## config.mk

```make
export PLATFORM = sky130hd
export DESIGN_NAME = centered_moving_average_skip_zero_flat
export DESIGN_NICKNAME = d
export VERILOG_FILES = /design/src/sv/cmavg_pkg.sv /design/src/sv/cmavg_in_if.sv /design/src/sv/cmavg_out_if.sv /design/src/sv/centered_moving_average_skip_zero.sv /design/src/sv/cmavg_cell.sv /design/src/sv/cmavg_sum.sv /design/src/flat_wrapper.sv
export SDC_FILE = /design/constraint.sdc
export NUM_CORES = 2
export LEC_CHECK = 0
export BUFFER_PORTS_ARGS = -buffer_cell sky130_fd_sc_hd__buf_2
export CORE_ASPECT_RATIO = 1.2
export CORE_MARGIN = 4
export CORE_UTILIZATION = 47
export CTS_BUF_LIST = sky130_fd_sc_hd__clkbuf_16
export DETAILED_ROUTE_END_ITERATION = 8
export GPL_ROUTABILITY_DRIVEN = 1
export PLACE_DENSITY = 0.74
export SLEW_MARGIN = 30
export SYNTH_ARGS = -nofsm -noshare
export SYNTH_HDL_FRONTEND = slang
export SYNTH_SLANG_ARGS = --single-unit
export TNS_END_PERCENT = 20
```

## constraint.sdc

```tcl
create_clock -name clk -period 12.6 [get_ports clk]
set_input_delay 0.63 -clock clk [delete_from_list [all_inputs] [get_ports clk]]
set_output_delay 0.63 -clock clk [all_outputs]
set_load 0.01 [all_outputs]
```

## src/sv/cmavg_pkg.sv

```systemverilog
package cmavg_pkg;

  localparam int SAMPLE_WIDTH   = 24;
  localparam int MAX_HALF_WIDTH = 7;
  localparam int DEPTH          = 2 * MAX_HALF_WIDTH + 1;
  localparam int HALF_W         = $clog2(MAX_HALF_WIDTH + 1);
  localparam int IDX_W          = $clog2(DEPTH);
  localparam int CNT_W          = $clog2(DEPTH + 1);
  localparam int SUM_W          = SAMPLE_WIDTH + CNT_W;
  localparam int MAG_W          = SUM_W - 1;
  localparam int GROUP_SIZE     = 4;
  localparam int GROUPS         = (DEPTH + GROUP_SIZE - 1) / GROUP_SIZE;
  localparam int PART_W         = SAMPLE_WIDTH + $clog2(GROUP_SIZE);
  localparam int PCNT_W         = $clog2(GROUP_SIZE + 1);
  localparam int RECIP_W        = 32;
  localparam int RECIP_SHIFT    = 31;
  localparam int PROD_W         = MAG_W + RECIP_W;
  localparam int FS_W           = 4;
  localparam int ADDR_W         = 3;
  localparam int DATA_W         = 32;
  localparam int REG_IDX_W      = ADDR_W - 2;

  localparam logic [REG_IDX_W-1:0] REG_FILTER_SIZE   = '0;
  localparam logic [FS_W-1:0]      FILTER_SIZE_RESET = 4'd3;

  typedef logic signed [SAMPLE_WIDTH-1:0] sample_t;

  typedef struct packed {
    logic shift;
    logic clear;
  } cell_ctl_t;

  typedef enum logic [4:0] {
    S_IDLE   = 5'b00001,
    S_GATHER = 5'b00010,
    S_TOTAL  = 5'b00100,
    S_SCALE  = 5'b01000,
    S_EMIT   = 5'b10000
  } state_t;

  // ceil(2^31 / c), exact truncating quotient for magnitudes below 2^27
  function automatic logic [RECIP_W-1:0] recip(input logic [CNT_W-1:0] c);
    logic [RECIP_W-1:0] r;
    case (c)
      4'd1:    r = 32'd2147483648;
      4'd2:    r = 32'd1073741824;
      4'd3:    r = 32'd715827883;
      4'd4:    r = 32'd536870912;
      4'd5:    r = 32'd429496730;
      4'd6:    r = 32'd357913942;
      4'd7:    r = 32'd306783379;
      4'd8:    r = 32'd268435456;
      4'd9:    r = 32'd238609295;
      4'd10:   r = 32'd214748365;
      4'd11:   r = 32'd195225787;
      4'd12:   r = 32'd178956971;
      4'd13:   r = 32'd165191050;
      4'd14:   r = 32'd153391690;
      4'd15:   r = 32'd143165577;
      default: r = '0;
    endcase
    return r;
  endfunction

endpackage

```

## src/sv/cmavg_in_if.sv

```systemverilog
interface cmavg_in_if;
  logic                 valid;
  logic                 ready;
  cmavg_pkg::sample_t   sample;
  logic                 frame_end;

  modport source (output valid, output sample, output frame_end, input ready);
  modport sink (input valid, input sample, input frame_end, output ready);
endinterface

```

## src/sv/cmavg_out_if.sv

```systemverilog
interface cmavg_out_if;
  logic                        valid;
  logic                        ready;
  cmavg_pkg::sample_t          average;
  logic [cmavg_pkg::CNT_W-1:0] used_count;
  logic                        frame_last;

  modport source (output valid, output average, output used_count, output frame_last,
                  input ready);
  modport sink (input valid, input average, input used_count, input frame_last,
                output ready);
endinterface

```

## src/sv/centered_moving_average_skip_zero.sv

```systemverilog
// a result passes the gather, total, scale and emit states after the edge that accepts its item
// an item without a result leaves the block idle; an item with a result holds input off until emitted
// a frame_end item flushes one result per buffered center, at most 8 results, before input resumes
// each result runs the cell row, the two-level adder tree and the reciprocal multiplier
// reset is synchronous: store, counters and output clear, filter_size returns to 3
module centered_moving_average_skip_zero (
  input  logic                           clk,
  input  logic                           rst,
  cmavg_in_if.sink                       feed,
  cmavg_out_if.source                    results,
  input  logic                           psel,
  input  logic                           penable,
  input  logic                           pwrite,
  input  logic [cmavg_pkg::ADDR_W-1:0]   paddr,
  input  logic [cmavg_pkg::DATA_W-1:0]   pwdata,
  output logic [cmavg_pkg::DATA_W-1:0]   prdata,
  output logic                           pready
);

  localparam int PW = cmavg_pkg::IDX_W + 1;

  cmavg_pkg::state_t                    state;
  logic [cmavg_pkg::FS_W-1:0]           filter_size;
  logic [cmavg_pkg::HALF_W-1:0]         seen;
  logic [cmavg_pkg::HALF_W-1:0]         center;
  logic                                 flushing;
  logic                                 out_valid;
  cmavg_pkg::sample_t                   out_average;
  logic [cmavg_pkg::CNT_W-1:0]          out_count;
  logic                                 out_last;

  logic [cmavg_pkg::HALF_W-1:0]         half_c;
  logic [cmavg_pkg::HALF_W-1:0]         seen_c;
  logic [cmavg_pkg::HALF_W:0]           seen_inc;
  logic                                 accept;
  logic                                 out_free;
  logic                                 cfg_we;
  logic                                 flush_done;
  cmavg_pkg::cell_ctl_t                 ctl;

  cmavg_pkg::sample_t                   cell_value [cmavg_pkg::DEPTH];
  cmavg_pkg::sample_t                   cell_term  [cmavg_pkg::DEPTH];
  logic [cmavg_pkg::DEPTH-1:0]          cell_hit;
  logic [cmavg_pkg::DEPTH-1:0]          pick;

  logic signed [cmavg_pkg::SUM_W-1:0]   total;
  logic [cmavg_pkg::CNT_W-1:0]          count;
  logic [cmavg_pkg::MAG_W-1:0]          mag_c;
  logic [cmavg_pkg::PROD_W-1:0]         prod;
  logic                                 prod_neg;
  logic [cmavg_pkg::CNT_W-1:0]          prod_count;
  logic [cmavg_pkg::SAMPLE_WIDTH-1:0]   quot_c;

  // configuration port
  assign pready = 1'b1;
  assign cfg_we = psel && penable && pwrite
                  && (paddr[cmavg_pkg::ADDR_W-1:2] == cmavg_pkg::REG_FILTER_SIZE);
  assign prdata = (paddr[cmavg_pkg::ADDR_W-1:2] == cmavg_pkg::REG_FILTER_SIZE)
                  ? cmavg_pkg::DATA_W'(filter_size) : '0;

  always_comb begin
    if (filter_size[cmavg_pkg::FS_W-1:1] > cmavg_pkg::HALF_W'(cmavg_pkg::MAX_HALF_WIDTH)) begin
      half_c = cmavg_pkg::HALF_W'(cmavg_pkg::MAX_HALF_WIDTH);
    end else begin
      half_c = cmavg_pkg::HALF_W'(filter_size[cmavg_pkg::FS_W-1:1]);
    end
  end

  assign seen_c   = (seen > half_c) ? half_c : seen;
  assign seen_inc = {1'b0, seen_c} + 1'b1;

  assign feed.ready = (state == cmavg_pkg::S_IDLE);
  assign accept     = feed.valid && feed.ready;
  assign out_free   = !out_valid || results.ready;
  assign flush_done = (state == cmavg_pkg::S_EMIT) && out_free && flushing
                      && (center == '0);

  assign ctl = '{shift: accept, clear: flush_done};

  // window of cells around the current center
  for (genvar i = 0; i < cmavg_pkg::DEPTH; i++) begin : g_cell
    assign pick[i] = (PW'(i) + PW'(half_c) >= PW'(center))
                     && (PW'(i) <= PW'(center) + PW'(half_c));
    if (i == 0) begin : g_head
      cmavg_cell u_cell (
        .clk      (clk),
        .rst      (rst),
        .ctl      (ctl),
        .pick     (pick[i]),
        .shift_in (feed.sample),
        .value    (cell_value[i]),
        .term     (cell_term[i]),
        .hit      (cell_hit[i])
      );
    end else begin : g_body
      cmavg_cell u_cell (
        .clk      (clk),
        .rst      (rst),
        .ctl      (ctl),
        .pick     (pick[i]),
        .shift_in (cell_value[i-1]),
        .value    (cell_value[i]),
        .term     (cell_term[i]),
        .hit      (cell_hit[i])
      );
    end
  end

  cmavg_sum u_sum (
    .clk   (clk),
    .term  (cell_term),
    .hit   (cell_hit),
    .total (total),
    .count (count)
  );

  // divide by count: magnitude times reciprocal, then restore the sign
  assign mag_c  = total[cmavg_pkg::SUM_W-1] ? cmavg_pkg::MAG_W'(-total)
                                            : cmavg_pkg::MAG_W'(total);
  assign quot_c = prod[cmavg_pkg::RECIP_SHIFT +: cmavg_pkg::SAMPLE_WIDTH];

  always_ff @(posedge clk) begin
    if (state == cmavg_pkg::S_SCALE) begin
      prod       <= cmavg_pkg::PROD_W'(mag_c) * cmavg_pkg::PROD_W'(cmavg_pkg::recip(count));
      prod_neg   <= total[cmavg_pkg::SUM_W-1];
      prod_count <= count;
    end
  end

  always_ff @(posedge clk) begin
    if (rst) begin
      state       <= cmavg_pkg::S_IDLE;
      filter_size <= cmavg_pkg::FILTER_SIZE_RESET;
      seen        <= '0;
      center      <= '0;
      flushing    <= 1'b0;
      out_valid   <= 1'b0;
    end else begin
      if (cfg_we) begin
        filter_size <= pwdata[cmavg_pkg::FS_W-1:0];
      end
      if (out_valid && results.ready && (state != cmavg_pkg::S_EMIT)) begin
        out_valid <= 1'b0;
      end
      unique case (state)
        cmavg_pkg::S_IDLE: begin
          if (accept) begin
            if (feed.frame_end) begin
              flushing <= 1'b1;
              center   <= seen_c;
              state    <= cmavg_pkg::S_GATHER;
            end else begin
              flushing <= 1'b0;
              seen     <= (seen_inc > {1'b0, half_c}) ? half_c
                                                      : seen_inc[cmavg_pkg::HALF_W-1:0];
              if (seen_c >= half_c) begin
                center <= half_c;
                state  <= cmavg_pkg::S_GATHER;
              end
            end
          end
        end
        cmavg_pkg::S_GATHER: state <= cmavg_pkg::S_TOTAL;
        cmavg_pkg::S_TOTAL:  state <= cmavg_pkg::S_SCALE;
        cmavg_pkg::S_SCALE:  state <= cmavg_pkg::S_EMIT;
        cmavg_pkg::S_EMIT: begin
          if (out_free) begin
            out_valid <= 1'b1;
            if (flushing && (center != '0)) begin
              center <= center - 1'b1;
              state  <= cmavg_pkg::S_GATHER;
            end else begin
              if (flushing) begin
                seen <= '0;
              end
              flushing <= 1'b0;
              state    <= cmavg_pkg::S_IDLE;
            end
          end
        end
        default: state <= cmavg_pkg::S_IDLE;
      endcase
    end
  end

  always_ff @(posedge clk) begin
    if ((state == cmavg_pkg::S_EMIT) && out_free) begin
      out_average <= prod_neg ? -quot_c : quot_c;
      out_count   <= prod_count;
      out_last    <= flushing && (center == '0);
    end
  end

  assign results.valid      = out_valid;
  assign results.average    = out_average;
  assign results.used_count = out_count;
  assign results.frame_last = out_last;

  a_emit_source: assert property (@(posedge clk) disable iff (rst)
    (results.valid && !$past(results.valid)) |-> $past(state == cmavg_pkg::S_EMIT))
    else $error("result appeared outside the emit step");

  a_empty_zero: assert property (@(posedge clk) disable iff (rst)
    (results.valid && (results.used_count == '0)) |-> (results.average == '0))
    else $error("empty window gave a nonzero average");

  a_flush_clear: assert property (@(posedge clk) disable iff (rst)
    flush_done |=> ((seen == '0) && (state == cmavg_pkg::S_IDLE) && (cell_hit == '0)))
    else $error("frame flush did not clear the window");

  a_hold_stable: assert property (@(posedge clk) disable iff (rst)
    (results.valid && !results.ready) |=> (results.valid && $stable(results.average)
                                           && $stable(results.used_count)
                                           && $stable(results.frame_last)))
    else $error("result item changed while stalled");

endmodule

```

## src/sv/cmavg_cell.sv

```systemverilog
module cmavg_cell (
  input  logic                 clk,
  input  logic                 rst,
  input  cmavg_pkg::cell_ctl_t ctl,
  input  logic                 pick,
  input  cmavg_pkg::sample_t   shift_in,
  output cmavg_pkg::sample_t   value,
  output cmavg_pkg::sample_t   term,
  output logic                 hit
);

  always_ff @(posedge clk) begin
    if (rst || ctl.clear) begin
      value <= '0;
    end else if (ctl.shift) begin
      value <= shift_in;
    end
  end

  assign hit  = pick && (value != '0);
  assign term = hit ? value : '0;

endmodule

```

## src/sv/cmavg_sum.sv

```systemverilog
module cmavg_sum (
  input  logic                                clk,
  input  cmavg_pkg::sample_t                  term [cmavg_pkg::DEPTH],
  input  logic [cmavg_pkg::DEPTH-1:0]         hit,
  output logic signed [cmavg_pkg::SUM_W-1:0]  total,
  output logic [cmavg_pkg::CNT_W-1:0]         count
);

  logic signed [cmavg_pkg::PART_W-1:0] part_c [cmavg_pkg::GROUPS];
  logic [cmavg_pkg::PCNT_W-1:0]        pcnt_c [cmavg_pkg::GROUPS];
  logic signed [cmavg_pkg::PART_W-1:0] part   [cmavg_pkg::GROUPS];
  logic [cmavg_pkg::PCNT_W-1:0]        pcnt   [cmavg_pkg::GROUPS];
  logic signed [cmavg_pkg::SUM_W-1:0]  total_c;
  logic [cmavg_pkg::CNT_W-1:0]         count_c;

  // first level: one partial sum per group of cells
  always_comb begin
    for (int g = 0; g < cmavg_pkg::GROUPS; g++) begin
      part_c[g] = '0;
      pcnt_c[g] = '0;
    end
    for (int i = 0; i < cmavg_pkg::DEPTH; i++) begin
      part_c[i / cmavg_pkg::GROUP_SIZE] = part_c[i / cmavg_pkg::GROUP_SIZE]
                                          + cmavg_pkg::PART_W'(term[i]);
      pcnt_c[i / cmavg_pkg::GROUP_SIZE] = pcnt_c[i / cmavg_pkg::GROUP_SIZE]
                                          + cmavg_pkg::PCNT_W'(hit[i]);
    end
  end

  always_ff @(posedge clk) begin
    for (int g = 0; g < cmavg_pkg::GROUPS; g++) begin
      part[g] <= part_c[g];
      pcnt[g] <= pcnt_c[g];
    end
  end

  // second level: combine the groups
  always_comb begin
    total_c = '0;
    count_c = '0;
    for (int g = 0; g < cmavg_pkg::GROUPS; g++) begin
      total_c = total_c + cmavg_pkg::SUM_W'(part[g]);
      count_c = count_c + cmavg_pkg::CNT_W'(pcnt[g]);
    end
  end

  always_ff @(posedge clk) begin
    total <= total_c;
    count <= count_c;
  end

endmodule

```

## src/flat_wrapper.sv

```systemverilog
// flat-port wrapper written by rule: the top's interface ports become plain ports
module centered_moving_average_skip_zero_flat 
  (clk, rst, psel, penable, pwrite, paddr, pwdata, prdata, pready, feed_valid, feed_sample, feed_frame_end, feed_ready, results_valid, results_average, results_used_count, results_frame_last, results_ready);
  cmavg_in_if feed_i ();
  cmavg_out_if results_i ();
  input  logic clk;
  input  logic rst;
  input  logic psel;
  input  logic penable;
  input  logic pwrite;
  input  logic [cmavg_pkg::ADDR_W-1:0] paddr;
  input  logic [cmavg_pkg::DATA_W-1:0] pwdata;
  output logic [cmavg_pkg::DATA_W-1:0] prdata;
  output logic pready;
  input wire logic [$bits(feed_i.valid)-1:0] feed_valid;
  input wire logic [$bits(feed_i.sample)-1:0] feed_sample;
  input wire logic [$bits(feed_i.frame_end)-1:0] feed_frame_end;
  output wire logic [$bits(feed_i.ready)-1:0] feed_ready;
  output wire logic [$bits(results_i.valid)-1:0] results_valid;
  output wire logic [$bits(results_i.average)-1:0] results_average;
  output wire logic [$bits(results_i.used_count)-1:0] results_used_count;
  output wire logic [$bits(results_i.frame_last)-1:0] results_frame_last;
  input wire logic [$bits(results_i.ready)-1:0] results_ready;
  assign feed_i.valid = feed_valid;
  assign feed_i.sample = feed_sample;
  assign feed_i.frame_end = feed_frame_end;
  assign feed_ready = feed_i.ready;
  assign results_valid = results_i.valid;
  assign results_average = results_i.average;
  assign results_used_count = results_i.used_count;
  assign results_frame_last = results_i.frame_last;
  assign results_i.ready = results_ready;
  centered_moving_average_skip_zero u_core (.clk(clk), .rst(rst), .feed(feed_i), .results(results_i), .psel(psel), .penable(penable), .pwrite(pwrite), .paddr(paddr), .pwdata(pwdata), .prdata(prdata), .pready(pready));
endmodule
```

==> impl_metrics.toml <==
[run_status]
status = "finished, final reports clean"

[power]
p_sw_w = 0.00369
power.share.clock_pct = 24.2
cellInternalPower_w = 0.00446
static-leakage-power_nw = 30.9
power.density_nw_per_um2 = 128
irDropWorstVdd_v = 0.000299
power.share.switching_pct = 45.3
p_total_w = 0.00815
p_comb_share_pct = 47.7
power.sequential.fraction_pct = 28.1

[global_routing]
grt_max_degree = 219
grt.overflow.total = 0
antenna_violations_before_repair = 1
grt_pass1_wl_um = 258000
grtUsageTotal_pct = 24.9
first_global_vias = 47900

[critical_path]
end_of_the_worst_register_to_register_path = "u_core.prod[48]"
slowest_stage = "or4_4"
cp_data_required_time_ps = 12980
cpPeakStageDelay_ps = 570
critPathKind = "flip-flop to flip-flop"
startpoint_type = "flip-flop"
rrSetupSlack_ps = 2540
timing.critical_path.from = "u_core.u_sum.total[6]"
dominant_cell_type_by_count_on_the_critical_path = "fa_1"
critical_path.reg2reg.startpoint = "u_core.u_sum.total[6]"
timing.reg2reg.worst_path_depth = 29
cp_max_fo = 23
cp-end-kind = "flip-flop"
worstPathArrival_ps = 10440
endpoint = "u_core.prod[48]"

[yosys]
synth.yosys.seq_area_share_pct = 21.4
post_synth_and_or_nand_nor_area_fraction_pct = 17.0
ys.warnings.count = 0
mean_syn_cell_area_sq_um = 8.79
netlist_instances = 6752
synthTopCellsByArea = "fa_1 (33%), dfxtp_1 (18%), nand2_1 (9.4%)"
synth_largest_area_cell = "fa_1"
synth_top_family_by_area = "adder cells"
mappedNetlistArea_sq_um = 59400
synthAdderAreaFrac_pct = 40.4
yosys.area.top_type_share_pct = 33.0
multiplexer_area_fraction_after_synthesis_pct = 0.105
synth_unique_cells = 76
asyncSetResetFlopFracSynth_pct = 0
dominantRegCellSynth = "dfxtp_1"
synth_enable_flop_cells = 58
synth_compound_area_share_pct = 8.69
synth_xor_area_share_pct = 2.88
flop_and_latch_count_out_of_synthesis = 605

[cts]
cts.root.buffer_cell = "clkbuf_16"
clock_latency_ps = 680
numCtsBuffers = 67
max-clock-path-buffers = 3
post_cts.resized_instances = 0
holdBufCountCts = 0
clk_transition_reported_paths_ps = 60
clock_tree.htree_level_count = 3
tritoncts = "built"
post_cts.repair.setup_buffers = 0
clkSinkCount = 605

[timing]
post-route-min-period_ps = 10060
hold_viol_final = 0
rsz0062_at_grt = "false"
finalMaxSlewViolations = 0
timing.setup.tns_ps = 0
tightestPinTransition_ps = 1330
finClkSkew_ps = 48.5
timing.final.crit_share_pct = 79.8
finalSetupViolations = 0
max_slew_margin_pct = 11.5
maxClockFrequency_ghz = 0.0994

[die]
die_width_um = 332
dieArea_sq_um = 132000
std_cell_rows = 142
die_h_um = 397
floorplan.initialDensity_pct = 47.4
boundaryPins = 131
fp.coreArea_sq_um = 125000

[detailed_routing]
drcViolationCount = 0
first_iter_violations = 3626
wl_final_um = 164000
detail_route.first_pass.iterations = 6
post_drt_via_cell_ratio = 5.47
wl_cell_um = 19.6
detailroute.via_count = 45900
antenna_violating_nets_post_route = 0

[placement]
io_port_bufs = 71
gpl.final_weighted_congestion = 0.940
placed_cell_area_sq_um = 61500
place_hpwl_um = 124000

[cells_and_area]
insertedDiodeCount = 0
drive_gt1_share_pct = 4.72
nNetsFinal = 8075
post-route-cell-area_sq_um = 63800
synthToLayoutAreaGrowth_pct = 7.42

[worst_hold_path]
hp-class = "primary input to flip-flop"
min_path_cells = 3

[run]
max_cap_violations = 0
synth_stat cells (80+ instances only):
master	count
fa_1	978
o21ai_0	97
ha_1	351
a21oi_1	507
clkbuf_1	280
inv_1	1178
and2_1	323
nand2_1	1491
dfxtp_1	547
nor4_1	100
xnor2_1	147
a21o_1	80
nor2_1	121
layout make-up:
cell class              count  area (sq um)
fillers                 11400         61500
multi-input cells        4686         41400
flip-flops and latches    605         12700
inverters                1179          4430
well taps                1656          2070
clock buffers              68          1700
repair buffers            140           955
clock inverters            53           507
worst max-delay path, delay by kind of cell, from the launching register on:
family | cells | cell delay [ps]
muxes | 1 | 240
xor gates and xnor gates | 1 | 390
buffers and inverters | 6 | 360
DFF | 1 | 360
AOI/OAI and AO/OA | 8 | 2810
and+or+nand+nor | 5 | 1750
adders and majority gates | 8 | 3850
state kept, by name (all words and copies together), names as in the netlist, 3 cells and up, named ones only:
signal                             count
u_core.u_sum.pcnt                     11
u_core.results.used_count              4
u_core.filter_size                     4
u_core.g_cell.g_head.u_cell.value     24
u_core.center                          3
u_core.prod                           24
u_core.state                           5
u_core.u_sum.part                    104
u_core.g_cell.g_body.u_cell.value    336
u_core.u_sum.count                     4
u_core.u_sum.total                    28
u_core.results.average                24
u_core.seen                            3
u_core.prod_count                      4
through the flow:
step           cells  worst slack [ps]  hold WS (ps)  util, %
3_3_place_gp    8263              2760           390     49.1
6_report        8387              2540           187     50.9
4_1_cts         8385              2630           140     50.9
2_1_floorplan   6779              4290           386        -
3_5_place_dp    8264              2640           389     49.1
5_1_grt         8387              2090           186     50.9
power groups by stage:
stage | clock [W] | combinational [W] | sequential, W
3_5_place_dp | 0 | 0.00380 | 0.00233
5_1_grt | 0.00208 | 0.00427 | 0.00230
3_3_place_gp | 0 | 0.00371 | 0.00233
4_1_cts | 0.00201 | 0.00382 | 0.00229
2_1_floorplan | 0 | 0.00258 | 0.00221
6_report | 0.00197 | 0.00389 | 0.00230
per-layer routing:
layer	track usage, %	routed length [um]
met4	17.1	13800
met5	0	9
met2	42.3	78700
met3	4.25	12200
met1	28.8	59500
kinds of logic (layout without fill, tap and decap cells):
kind of cell | Yosys count | in the layout
flops | 605 | 605
mux | 6 | 6
fa+ha+maj | 1329 | 1329
other cells | 2 | 29
compound gates | 875 | 875
simple gates | 2253 | 2253
buf+inv | 1488 | 1440
xor+xnor | 194 | 194
worst min path at each step:
stage / slack (ps) / start / end
6_report: 190 / pwdata[2] / u_core.filter_size[2]
5_1_grt: 190 / feed_sample[19] / u_core.g_cell[0].g_head.u_cell.value[19]
4_1_cts: 140 / pwdata[2] / u_core.filter_size[2]
3_5_place_dp: 390 / u_core.u_sum.count[1] / u_core.prod_count[1]
3_3_place_gp: 390 / u_core.u_sum.count[2] / u_core.prod_count[2]
2_1_floorplan: 390 / u_core.u_sum.count[0] / u_core.prod_count[0]
placed cells by master, fill, tap and decap left out, drive strengths merged, types with 22 or more instances in the layout:
cell type / instances
nand2: 1491
inv: 1189
fa: 978
dfxtp: 547
a21oi: 507
ha: 351
and2: 323
xnor2: 147
buf: 140
nor2: 121
nor4: 100
o21ai: 98
a21o: 80
clkbuf: 68
edfxtp: 58
xor2: 46
nor3: 31
clkinv: 31
nand2b: 30
conb: 29
nand3: 27
a31oi: 27
and3: 25
nor2b: 23
nand4: 22
No activity file was read; power rests on OpenSTA's default activity.
